==> src/design/ffrx_pkg.sv <==
// Shared types, constants and CRC helper for the framed frame receiver.
`default_nettype none
package ffrx_pkg;
    localparam int FRAME_BYTES  = 512;
    localparam int HEADER_BYTES = 8;
    localparam int AW           = $clog2(FRAME_BYTES);
    localparam int MW           = AW + 1;
    localparam int CNT_W        = $clog2(HEADER_BYTES + FRAME_BYTES + 2);
    localparam logic [15:0] CRC_POLY = 16'h1021;
    localparam logic [15:0] CRC_INIT = 16'hFFFF;

    typedef enum logic [1:0] {
        KIND_BYTE = 2'd0,
        KIND_SWAP = 2'd1,
        KIND_READ = 2'd2
    } t_kind;

    typedef enum logic [1:0] {
        MODE_DISCARD = 2'd0,
        MODE_WRITE   = 2'd1,
        MODE_COMPARE = 2'd2,
        MODE_BUSY    = 2'd3
    } t_mode;

    typedef enum logic [2:0] {
        ST_OK      = 3'd0,
        ST_CRC     = 3'd1,
        ST_VERSION = 3'd2,
        ST_COMMAND = 3'd3,
        ST_LENGTH  = 3'd4,
        ST_BUSY    = 3'd5
    } t_status;

    typedef enum logic [2:0] {
        REG_MAGIC1  = 3'd0,
        REG_MAGIC2  = 3'd1,
        REG_VERSION = 3'd2,
        REG_FCMD    = 3'd3,
        REG_ACMD    = 3'd4
    } t_reg;

    typedef struct packed {
        logic [7:0] magic1;
        logic [7:0] magic2;
        logic [7:0] version;
        logic [7:0] ack_cmd;
    } t_cfg;

    typedef struct packed {
        logic        valid;
        logic        is_ack;
        logic [1:0]  rkind;
        logic [7:0]  rbyte;
        logic        swapped;
        logic [15:0] seq;
        logic        pending;
        t_status     status;
    } t_req;

    function automatic logic [15:0] crc_byte(input logic [15:0] crc, input logic [7:0] b);
        logic [15:0] c;
        c = crc ^ {b, 8'h00};
        for (int i = 0; i < 8; i++) begin
            c = c[15] ? ({c[14:0], 1'b0} ^ CRC_POLY) : {c[14:0], 1'b0};
        end
        return c;
    endfunction
endpackage
`default_nettype wire

==> src/design/ffrx_ack_tx.sv <==
// Output stage: result register and acknowledgement packet sequencer.
`default_nettype none
module ffrx_ack_tx (
    input  wire logic            i_clk,
    input  wire logic            i_rst_n,
    input  wire ffrx_pkg::t_req  i_req,
    input  wire ffrx_pkg::t_cfg  i_cfg,
    output logic                 o_empty,
    output logic                 o_out_valid,
    input  wire logic            i_out_stall,
    output logic [1:0]           o_reply_kind,
    output logic [7:0]           o_reply_byte,
    output logic                 o_last,
    output logic                 o_swapped,
    output logic [15:0]          o_front_seq,
    output logic                 o_frame_pending
);
    import ffrx_pkg::*;

    logic        r_active, n_active;
    logic [3:0]  r_idx, n_idx;
    logic [15:0] r_crc, n_crc;
    logic [15:0] r_seq;
    logic [2:0]  r_st;
    logic        r_pend;
    logic        r_valid, n_valid;
    logic [1:0]  r_kind;
    logic [7:0]  r_byte;
    logic        r_last, r_swp;
    logic [15:0] r_dseq;
    logic        r_opend;
    logic        slot;
    logic [7:0]  ack_b;

    assign slot    = !r_valid || !i_out_stall;
    // free at the coming edge: no ack streaming and the result register empties
    assign o_empty = !r_active && slot;

    always_comb begin
        unique case (r_idx)
            4'd0:    ack_b = i_cfg.magic1;
            4'd1:    ack_b = i_cfg.magic2;
            4'd2:    ack_b = i_cfg.version;
            4'd3:    ack_b = i_cfg.ack_cmd;
            4'd4:    ack_b = r_seq[7:0];
            4'd5:    ack_b = r_seq[15:8];
            4'd6:    ack_b = {5'd0, r_st};
            4'd7:    ack_b = r_crc[7:0];
            default: ack_b = r_crc[15:8];
        endcase
    end

    always_comb begin
        n_active = r_active;
        n_idx    = r_idx;
        n_crc    = r_crc;
        n_valid  = r_valid && i_out_stall;
        if (i_req.valid && i_req.is_ack) begin
            n_active = 1'b1;
            n_idx    = 4'd0;
            n_crc    = CRC_INIT;
        end else if (i_req.valid) begin
            n_valid = 1'b1;
        end else if (r_active && slot) begin
            n_valid = 1'b1;
            n_idx   = r_idx + 4'd1;
            if (r_idx < 4'd7) begin
                n_crc = crc_byte(r_crc, ack_b);
            end
            if (r_idx == 4'd8) begin
                n_active = 1'b0;
            end
        end
    end

    always_ff @(posedge i_clk) begin
        if (!i_rst_n) begin
            r_active <= 1'b0;
            r_valid  <= 1'b0;
            r_idx    <= 4'd0;
            r_crc    <= CRC_INIT;
        end else begin
            r_active <= n_active;
            r_valid  <= n_valid;
            r_idx    <= n_idx;
            r_crc    <= n_crc;
        end
    end

    always_ff @(posedge i_clk) begin
        if (i_req.valid && i_req.is_ack) begin
            r_seq  <= i_req.seq;
            r_st   <= i_req.status;
            r_pend <= i_req.pending;
        end
        if (i_req.valid && !i_req.is_ack) begin
            r_kind  <= i_req.rkind;
            r_byte  <= i_req.rbyte;
            r_last  <= 1'b1;
            r_swp   <= i_req.swapped;
            r_dseq  <= i_req.seq;
            r_opend <= i_req.pending;
        end else if (!i_req.valid && r_active && slot) begin
            r_kind  <= KIND_BYTE;
            r_byte  <= ack_b;
            r_last  <= (r_idx == 4'd8);
            r_swp   <= 1'b0;
            r_dseq  <= 16'd0;
            r_opend <= r_pend;
        end
    end

    assign o_out_valid     = r_valid;
    assign o_reply_kind    = r_kind;
    assign o_reply_byte    = r_byte;
    assign o_last          = r_last;
    assign o_swapped       = r_swp;
    assign o_front_seq     = r_dseq;
    assign o_frame_pending = r_opend;
endmodule
`default_nettype wire

==> config.mk <==
export PLATFORM = sky130hd
export DESIGN_NAME = ffrx_ack_tx
export DESIGN_NICKNAME = d
export VERILOG_FILES = /design/src/design/ffrx_pkg.sv /design/src/design/ffrx_ack_tx.sv
export SDC_FILE = /design/constraint.sdc
export NUM_CORES = 1
export LEC_CHECK = 0
export BUFFER_PORTS_ARGS = -buffer_cell sky130_fd_sc_hd__buf_2
export CAP_MARGIN = 10
export CORE_ASPECT_RATIO = 0.5
export CORE_MARGIN = 3
export CORE_UTILIZATION = 53
export CTS_CLUSTER_DIAMETER = 100
export CTS_CLUSTER_SIZE = 40
export DETAILED_ROUTE_END_ITERATION = 10
export GPL_TIMING_DRIVEN = 0
export PLACE_DENSITY = 0.9
export SLEW_MARGIN = 30
export SYNTH_ARGS = -nofsm -noshare
export SYNTH_HDL_FRONTEND = slang
export SYNTH_SLANG_ARGS = --single-unit
==> constraint.sdc <==
create_clock -name i_clk -period 2.66 [get_ports i_clk]
set_input_delay 0.266 -clock i_clk [delete_from_list [all_inputs] [get_ports i_clk]]
set_output_delay 0.266 -clock i_clk [all_outputs]
set_load 0.03 [all_outputs]
Yosys cells after proc, flatten, opt, wreduce, memory -nomap -nowiden
Cells that the tools add are included.

operators by class
  add/sub/neg operators = 1
  multiply operators = 0
  div/mod/pow operators = 0
  magnitude comparators = 1
  equal/unequal tests = 9
  shifts and indexed selects = 0
  mux-type cells = 26
  bitwise operators = 11
  reductions and logical operators = 21

operators with widths
  kind                                                                           number
  13-bit 2-to-1 mux                                                              8
  8-bit one-hot mux with 8 select lines                                          1
  16-bit 2-to-1 mux                                                              2
  3-bit NOT                                                                      8
  4-bit by 3-bit == test with 1-bit output (second input constant)               4
  8-bit 2-to-1 mux                                                               2
  16-bit XOR                                                                     1
  1-bit 2-to-1 mux                                                               11
  4-bit by 2-bit == test with 1-bit output (second input constant)               2
  1-bit logical AND                                                              7
  3-bit AND reduction                                                            2
  2-bit nonzero test                                                             3
  1-bit zero test                                                                5
  4-bit by 1-bit adder with 4-bit output (second input constant)                 1
  4-bit by 1-bit == test with 1-bit output (second input constant)               1
  4-bit == test (second input constant)                                          1
  4-bit zero test                                                                1
  4-bit by 3-bit less-than comparator with 1-bit output (second input constant)  1
  2-bit 2-to-1 mux                                                               2
  2-bit by 1-bit != test with 1-bit output (second input constant)               1
  1-bit NOT                                                                      2
  2-bit AND reduction                                                            1
  2-bit OR reduction                                                             1
  1-bit logical OR                                                               1

storage, ports and cells
  register bits after elaboration = 71
  latch bits = 0
  memory bits (writable) = 0
  bits in read-only memories = 0
  input port bits = 68
  output and inout bits = 31
  word-level logic and storage cells = 82
  memories = 0

Logic depth before layout (Yosys ltp)
Gate-level depths: netlist of the first run.

  depth after elaboration = 19
  depth in mapped cells = 11
  mapped depth without buffers = 8

Least setup slack after synthesis of the first run
OpenSTA, ideal clock, no wires.

  path kind = register to register
  start point = register r_idx[0]
  end point = register r_crc[14]
  setup time = 0.133 ns
  arrival = 2.287 ns
  slack = 0.239 ns
  cell stages (with the launch flop) = 11
  cells stage by stage = dfxtp_1 > inv_1 > ha_1 > buf_4 > buf_4 > a22oi_1 > a21oi_1 > or3b_1 > a22o_1 > a2111oi_0 > nor3_1

on the way
  cells in the longest elaborated chain, start to end = 7
  elaborated cells on any way between the ends = 16
  those cells by class = order compare: 1; eq/ne: 7; mux: 4; bitwise: 2; reduce/logical: 2

RTL lines
  what                                                              line               source
  from (decl)                                                       ffrx_ack_tx.sv:21  logic [3:0] r_idx, n_idx;
  from (signal assigned)                                            ffrx_ack_tx.sv:85  r_idx <= n_idx;
  4-bit by 3-bit == test with 1-bit output (tied with other cells)  ffrx_ack_tx.sv:40  unique case (r_idx)
  8-bit one-hot mux with 8 select lines                             ffrx_ack_tx.sv:40
  16-bit XOR                                                        ffrx_pkg.sv:62     c = crc ^ {b, 8'h00};
  13-bit 2-to-1 mux                                                 ffrx_pkg.sv:64     c = c[15] ? ({c[14:0], 1'b0} ^ CRC_POLY) : {c[14:0], 1'b0};
  3-bit NOT (no line)                                               -
  13-bit 2-to-1 mux (2 in a row)                                    ffrx_pkg.sv:64
  to (signal assigned)                                              ffrx_ack_tx.sv:86  r_crc <= n_crc;
  to (decl)                                                         ffrx_ack_tx.sv:22  logic [15:0] r_crc, n_crc;

Parallel ways exist; a longest one is shown, timed or not.
A chain may end at the register's enable or synchronous reset.

Worst setup path in the final report of the first run
  start point = register r_idx[0]
  end point = register r_crc[8]

on the way
  cells in the longest elaborated chain, start to end = 9
  elaborated cells on any way between the ends = 18
  those cells by class = order compare: 1; eq/ne: 7; mux: 6; bitwise: 2; reduce/logical: 2

RTL lines
  what                                                              line
  4-bit by 3-bit == test with 1-bit output (tied with other cells)  ffrx_ack_tx.sv:40
  8-bit one-hot mux with 8 select lines                             ffrx_ack_tx.sv:40
  16-bit XOR                                                        ffrx_pkg.sv:62
  3-bit NOT (no line)                                               -
  13-bit 2-to-1 mux (5 in a row)                                    ffrx_pkg.sv:64

Parallel ways exist; a longest one is shown, timed or not.

==> results of run 1 <==
-- path summary, 6_finish.rpt --
path                            endpoint  cells after the start     start
worst min register to register    o_last                      2    o_last
worst max-delay path            r_crc[8]                      9  r_idx[0]
worst min-delay path             r_st[2]                      1  i_req[2]
worst max register to register  r_crc[8]                      9  r_idx[0]
-- power breakdown --
part | internal [uW] | switching (uW)
sequential | 1250 | 26.4
combinational | 162 | 263
clock | 711 | 446
total | 2130 | 736
-- metrics by stage --
step / worst slack [ns] / power [uW]
floorplan: 0.2393 / 1554
CTS: 0.02036 / 2847
global route: -0.0007445 / 2973
global placement: 0.01021 / 1688
finish: 0.06448 / 2862
detailed placement: -0.09340 / 1699
-- metal layers --
metal  vias to the layer above  share of wire, %
li1                       1518                 -
met1                      1542                41
met2                       167                48
met3                        26               9.5
met4                         0               2.0
met5                         -                 0
-- cell usage in the layout (no fill, tap or decap), types with 3 or more instances in the layout --
| master | instances |
|---|---|
| and2_1 | 21 |
| inv_1 | 9 |
| nor4_1 | 3 |
| o21ai_0 | 8 |
| ha_1 | 3 |
| o211ai_1 | 4 |
| a21oi_1 | 15 |
| o311a_1 | 3 |
| and4_1 | 3 |
| mux2_2 | 4 |
| xor2_1 | 3 |
| or4_1 | 3 |
| nand2_1 | 26 |
| a22oi_1 | 18 |
| nand2b_1 | 3 |
| edfxtp_1 | 48 |
| a2111oi_0 | 3 |
| or2_1 | 3 |
| nor3_1 | 6 |
| dfxtp_1 | 21 |
| nand4_1 | 7 |
| and3_1 | 4 |
| clkbuf_1 | 13 |
| nor2b_1 | 3 |
| a22oi_2 | 3 |
| nor2_1 | 17 |
| buf_2 | 103 |
| buf_6 | 4 |
| xnor2_1 | 5 |
| clkbuf_16 | 9 |
| nand3_1 | 8 |
| buf_4 | 5 |
-- cells by family after synthesis --
kind of cell               synth area share, %
and+or+nand+nor                          19.38
AOI/OAI and AO/OA                        18.35
DFF                                      52.04
buffers and inverters                    4.108
xor gates and xnor gates                 2.533
muxes                                    2.225
adders and majority gates                1.369
-- flip-flops by register name, indices dropped and copies added (netlist names) --
register	count
r_active	1
o_out_valid	1
r_pend	1
o_front_seq	16
r_st	3
o_reply_kind	2
r_crc	16
o_last	1
r_seq	16
r_idx	4
o_frame_pending	1
o_swapped	1
o_reply_byte	8
-- timing repair --
action,4_1_cts,5_1_grt
pin swaps,0,6
setup endpoints to repair,5,7
resized for setup,6,15
setup buffers,0,4
-- area by class of cell --
cell class,count,area (sq um)
repair buffers,102,520.5
fillers,436,1717
clock inverters,4,48.80
flip-flops and latches,71,1909
plain buffers,23,126.4
multi-input cells,234,1662
inverters,9,33.78
well taps,88,110.1
clock buffers,10,229.0
==> out/metrics.csv, run 1 <==
stage,metric,value,unit
outcome,status,"finished, final reports clean",
synth,synth_seq_cells,71,
cells_and_area,antenna_cells,0,
grt,grtUsageMet2,42.53,%
clocking,cts_num_sinks,71,
timing,fin_crit,2.596,ns
grt,grt_pass1_wl,16.39,mm
placed_design,place_hpwl,7.220,mm
clocking,hold_buffers,0,
synth,ys_warn_count,0,
synth,synth.area.top_cells,"edfxtp_1, dfxtp_1, a22oi_1",
grt,grt_max_degree,29,
routing,vias,3253,
grt,use_met3,11.25,%
timing,worst_pin_slew,0.7974,ns
timing,maxSlewHeadroom,46.78,%
synth,ys.flop_type,edfxtp_1,
cells_and_area,fin_util,72.99,%
grt,grt.overflow.total,0,
die,initial_core_util,57.50,%
routing,drc,0,
clocking,numCtsBuffers,9,
setup_path,slowest_stage,xnor3_2,
setup_path,crit_family,simple AND/OR/NAND/NOR gates,
synth,netlist_area,3655,sq um
placed_design,place_area,4258,sq um
synth,synth_top_area_cell,edfxtp_1,
placed_design,place_congestion,0.9166,
synth,ys_types,71,
grt,grt_usage,27.71,%
pwr,leakage,0.001898,uW
setup_path,cp-start-kind,register,
timing,fmax,385.3,MHz
cells_and_area,design_area,4639,sq um
synth,synthesis.nets,409,
synth,netlist_instances,337,
setup_path,crit_type,reg -> reg,
clocking,tritoncts,yes,
routing,wire_per_inst,19.04,um
synth,ys_seq_area_share,52.04,%
timing,finClkSkew,0.004340,ns
pwr,peakVddDrop,0.0005731,V
pwr,powerDensity,616.9,nW/um^2
cells_and_area,fin_cells,541,
setup_path,r2r_slack,0.06,ns
die,chipWidth,123.4,um
grt,grt_pass1_vias,3229,
timing,finalMaxSlewViolations,0,
clocking,htreeDepth,3,
timing,timing.hold.ws,0.09894,ns
timing,timing.setup.tns,0,ns
die,die_h,64.72,um
grt,met1_usage,35.54,%
die,ios,99,
die,std_cell_rows,20,
grt,top_usage_layer,met2,
synth,async_flop_share,0,%
setup_path,endpoint_kind,register,
clocking,clk_latency,0.34,ns
synth,syn_avg_cell_area,10.84,sq um
setup_path,cp.arrival,2.83,ns
timing,hold_violations,0,
setup_path,cp_common_cell,a22oi_1,
cells_and_area,drive_above_1_share,34.00,%
setup_path,cpPeakStageDelay,0.54,ns
clocking,clk_pin_slew_worst_paths,0.05,ns
setup_path,worstPathRequired,2.90,ns
setup_path,critPathMaxFanout,10,
routing,wirelength,10.30,mm
synth,yosys.area.top_type_share,39.44,%
routing,vias_per_cell,6.013,
timing,fin_crit_sh,97.58,%
setup_path,crit_buf_inv,2,
placed_design,placedCellCount,523,
timing,setup_viol,0,
die,die-area,7989,sq um
grt,grt_antenna_before_repair,0,
synth,yosysMostFrequentCell,edfxtp_1,
routing,first_iter_violations,312,
synth,synth-edff-count,48,
routing,antenna_left,0,
cells_and_area,area_growth,26.94,%
clocking,cts_max_path_buffers,2,
clocking,clock-root-buffer,clkbuf_16,
cells_and_area,nNetsFinal,522,
placed_design,io_buffers,98,
routing,firstDrtPassIters,5,
setup_path,crit_chain,"inv_1, ha_1, buf_2, a22oi_1, a22oi_1, a21oi_1, xnor3_2, or4_1, and3_1",
synth,synthTopCellsByCount,"edfxtp_1, nand2_1, dfxtp_1",
hold_path,worstHoldPathType,in -> reg,
job,maxCapViolations,0,
die,core_area,6356,sq um
(Power assumes the default switching activity.)
==> inputs of run 2 (changes only) <==
--- a/config.mk
+++ b/config.mk
@@ -16,5 +16,4 @@
 export GPL_TIMING_DRIVEN = 0
 export PLACE_DENSITY = 0.9
-export SLEW_MARGIN = 30
 export SYNTH_ARGS = -nofsm -noshare
 export SYNTH_HDL_FRONTEND = slang
==> constraint.sdc (replaced) <==
create_clock -name i_clk -period 2.66 [get_ports i_clk]
set_input_delay 0.532 -clock i_clk [delete_from_list [all_inputs] [get_ports i_clk]]
set_output_delay 0.532 -clock i_clk [all_outputs]
set_load 0.03 [all_outputs]
==> run 2 against run 1 <==
Worst hold slack improved by 0.26 ns. Maximum frequency decreased by 1.3%. Non-clock buffer count decreased by 1. Global-route usage decreased by 0.77 points. First-iteration DRC count increased by 17%. Combinational power increased by 2%. Clock skew increased by 0.0040 ns. Count of clock-buffer cells in the layout unchanged. Critical path type unchanged.
==> out/metrics.csv, run 2 (synthesized netlist as in run 1, its figures left out) <==
stage,metric,value,unit,change
setup_path,cpPeakStageDelay,0.55,ns,was 0.54 ns
die,die-area,7989,sq um,unchanged
placed_design,place_congestion,0.9166,,unchanged
setup_path,worstSetupEndpoint,r_crc[5],,was r_crc[8]
clocking,clock-root-buffer,clkbuf_16,,unchanged
die,initial_core_util,57.50,%,unchanged
hold_path,whs_path_depth,1,,unchanged
cells_and_area,nFillCells,440,,was 436
routing,drc,0,,unchanged
clocking,numCtsBuffers,9,,unchanged
hold_path,hold_path_startpoint,i_req[2],,unchanged
setup_path,worstPathRequired,2.90,ns,about the same
cells_and_area,final_cell_mix,"buf_2, edfxtp_1, nand2_1",,unchanged
setup_path,critPathMaxFanout,10,,unchanged
cells_and_area,drive_above_1_share,34.73,%,was 34.00%
timing,worst_pin_slew,0.7710,ns,was 0.7974 ns
placed_design,placedCellCount,523,,unchanged
pwr,peakVddDrop,0.0005312,V,was 0.0005731 V
placed_design,place_hpwl,7.198,mm,was 7.220 mm
routing,first_iter_violations,364,,was 312
grt,grt_pass1_vias,3216,,was 3229
die,std_cell_rows,20,,unchanged
outcome,status,"finished, final reports clean",,unchanged
setup_path,crit_type,reg -> reg,,unchanged
clocking,clk_pin_slew_worst_paths,0.05,ns,about the same
setup_path,crit_chain,"inv_1, ha_1, buf_6, buf_6, a22oi_1, o22ai_1, or4_4, o211a_2, or2_1, o211a_1",,"was inv_1, ha_1, buf_2, a22oi_1, a22oi_1, a21oi_1, xnor3_2, or4_1, and3_1"
routing,vias_per_cell,6.107,,was 6.013
timing,fin_crit,2.630,ns,was 2.596 ns
grt,grt_usage,26.94,%,was 27.71%
timing,timing.hold.ws,0.3634,ns,was 0.09894 ns
cells_and_area,area_growth,27.11,%,was 26.94%
setup_path,crit_family,simple AND/OR/NAND/NOR gates,,unchanged
setup_path,crit_start,r_idx[0],,unchanged
grt,grt_pass1_wl,15.93,mm,was 16.39 mm
grt,grt_max_degree,29,,unchanged
die,chipWidth,123.4,um,unchanged
clocking,hold_buffers,0,,unchanged
timing,fmax,380.2,MHz,was 385.3 MHz
clocking,cts_num_sinks,71,,unchanged
setup_path,r2r_slack,0.03,ns,was 0.06 ns
setup_path,cp_common_cell,buf_6,,was a22oi_1
timing,fin_crit_sh,98.87,%,was 97.58%
setup_path,endpoint_kind,register,,unchanged
clocking,clk_latency,0.35,ns,was 0.34 ns
pwr,powerDensity,597.1,nW/um^2,was 616.9 nW/um^2
setup_path,reg2reg_from,r_idx[0],,unchanged
setup_path,slowest_stage,or4_4,,was xnor3_2
setup_path,reg2regPathDepth,10,,was 9
setup_path,rr_endpoint,r_crc[5],,was r_crc[8]
setup_path,cp.arrival,2.87,ns,was 2.83 ns
placed_design,place_area,4255,sq um,was 4258 sq um
setup_path,crit_cells,10,,was 9
pwr,leakage,0.001891,uW,was 0.001898 uW
job,maxCapViolations,0,,unchanged
timing,hold_violations,0,,unchanged
routing,wire_per_inst,19.15,um,was 19.04 um
timing,finClkSkew,0.008358,ns,was 0.004340 ns
setup_path,crit_buf_inv,3,,was 2
placed_design,io_buffers,98,,unchanged
grt,grt_antenna_before_repair,0,,unchanged
timing,fin_ws,0.02998,ns,was 0.06448 ns
cells_and_area,fin_cells,540,,was 541
timing,maxSlewHeadroom,48.55,%,was 46.78%
routing,wirelength,10.34,mm,was 10.30 mm
die,core_area,6356,sq um,unchanged
cells_and_area,nNetsFinal,521,,was 522
clocking,htreeDepth,3,,unchanged
grt,grt.overflow.total,0,,unchanged
cells_and_area,design_area,4646,sq um,was 4639 sq um
clocking,cts_max_path_buffers,2,,unchanged
clocking,tritoncts,yes,,unchanged
setup_path,cp-start-kind,register,,unchanged
die,ios,99,,unchanged
timing,setup_viol,0,,unchanged
routing,vias,3298,,was 3253
timing,finalMaxSlewViolations,0,,unchanged
cells_and_area,antenna_cells,0,,unchanged
hold_path,worstHoldPathType,in -> reg,,unchanged
die,die_h,64.72,um,unchanged
routing,antenna_left,0,,unchanged
placed_design,preCtsSetupSlack,-0.08235,ns,was -0.09340 ns
routing,firstDrtPassIters,6,,was 5
cells_and_area,mostFrequentLayoutCell,buf_2,,unchanged
==> run 2: cell types whose count changed in the layout (fill, tap and decap cells not counted), sizes merged <==
cell	delta
bufinv	-1
clkbuf	+1
clkinv	+1
buf	-2
==> run 2: how the worst min path moves through the flow <==
stage	to	slack, ns
after detailed placement	o_last	0.46
after floorplan	r_active	0.46
after global placement	o_last	0.45
final	r_st[2]	0.36
after global routing	r_st[2]	0.36
after CTS	r_st[2]	0.36
==> run 2: per-layer routing <==
layer,track usage (%),wire (um),up-vias
met5,0,0,-
li1,-,-,1512
met1,33.33,4074,1573
met2,42.19,4836,174
met4,11.72,374,0
met3,10.37,1054,39
==> run 2: area by class of cell <==
| cell class | count | area [sq um] | area share (%) |
|---|---|---|---|
| sequential | 71 | 1907 | 41.04 |
| multi-input combinational | 234 | 1679 | 36.14 |
| timing repair buffer | 101 | 533.0 | 11.47 |
| clock buffer | 10 | 229.0 | 4.929 |
| buffer | 23 | 128.9 | 2.774 |
| tap | 88 | 110.1 | 2.370 |
| inverter | 9 | 33.78 | 0.7272 |
| clock inverter | 4 | 25.02 | 0.5386 |
==> run 2: report_power, final <==
| part | total (uW) | switching (uW) | internal [uW] | leakage [uW] |
|---|---|---|---|---|
| Combinational | 435 | 268 | 168 | 0.00112 |
| Sequential | 1280 | 27.1 | 1250 | 0.000647 |
| Clock | 1060 | 443 | 616 | 0.000120 |
==> run 2: metrics by stage <==
step | util (%) | setup TNS (ns) | total power, uW
4_1_cts | 71.16 | 0 | 2748
3_5_place_dp | 66.95 | -0.1558 | 1700
5_1_grt | 73.09 | -0.05594 | 2867
3_3_place_gp | 66.95 | 0 | 1688
2_1_floorplan | - | 0 | 1554
6_report | 73.09 | 0 | 2774
==> run 2: timing repair <==
action                                  4_1_cts  5_1_grt
buffers inserted                              0        2
pin swaps                                     1        8
gates resized for setup                       4       22
endpoints found under the setup margin        3        7
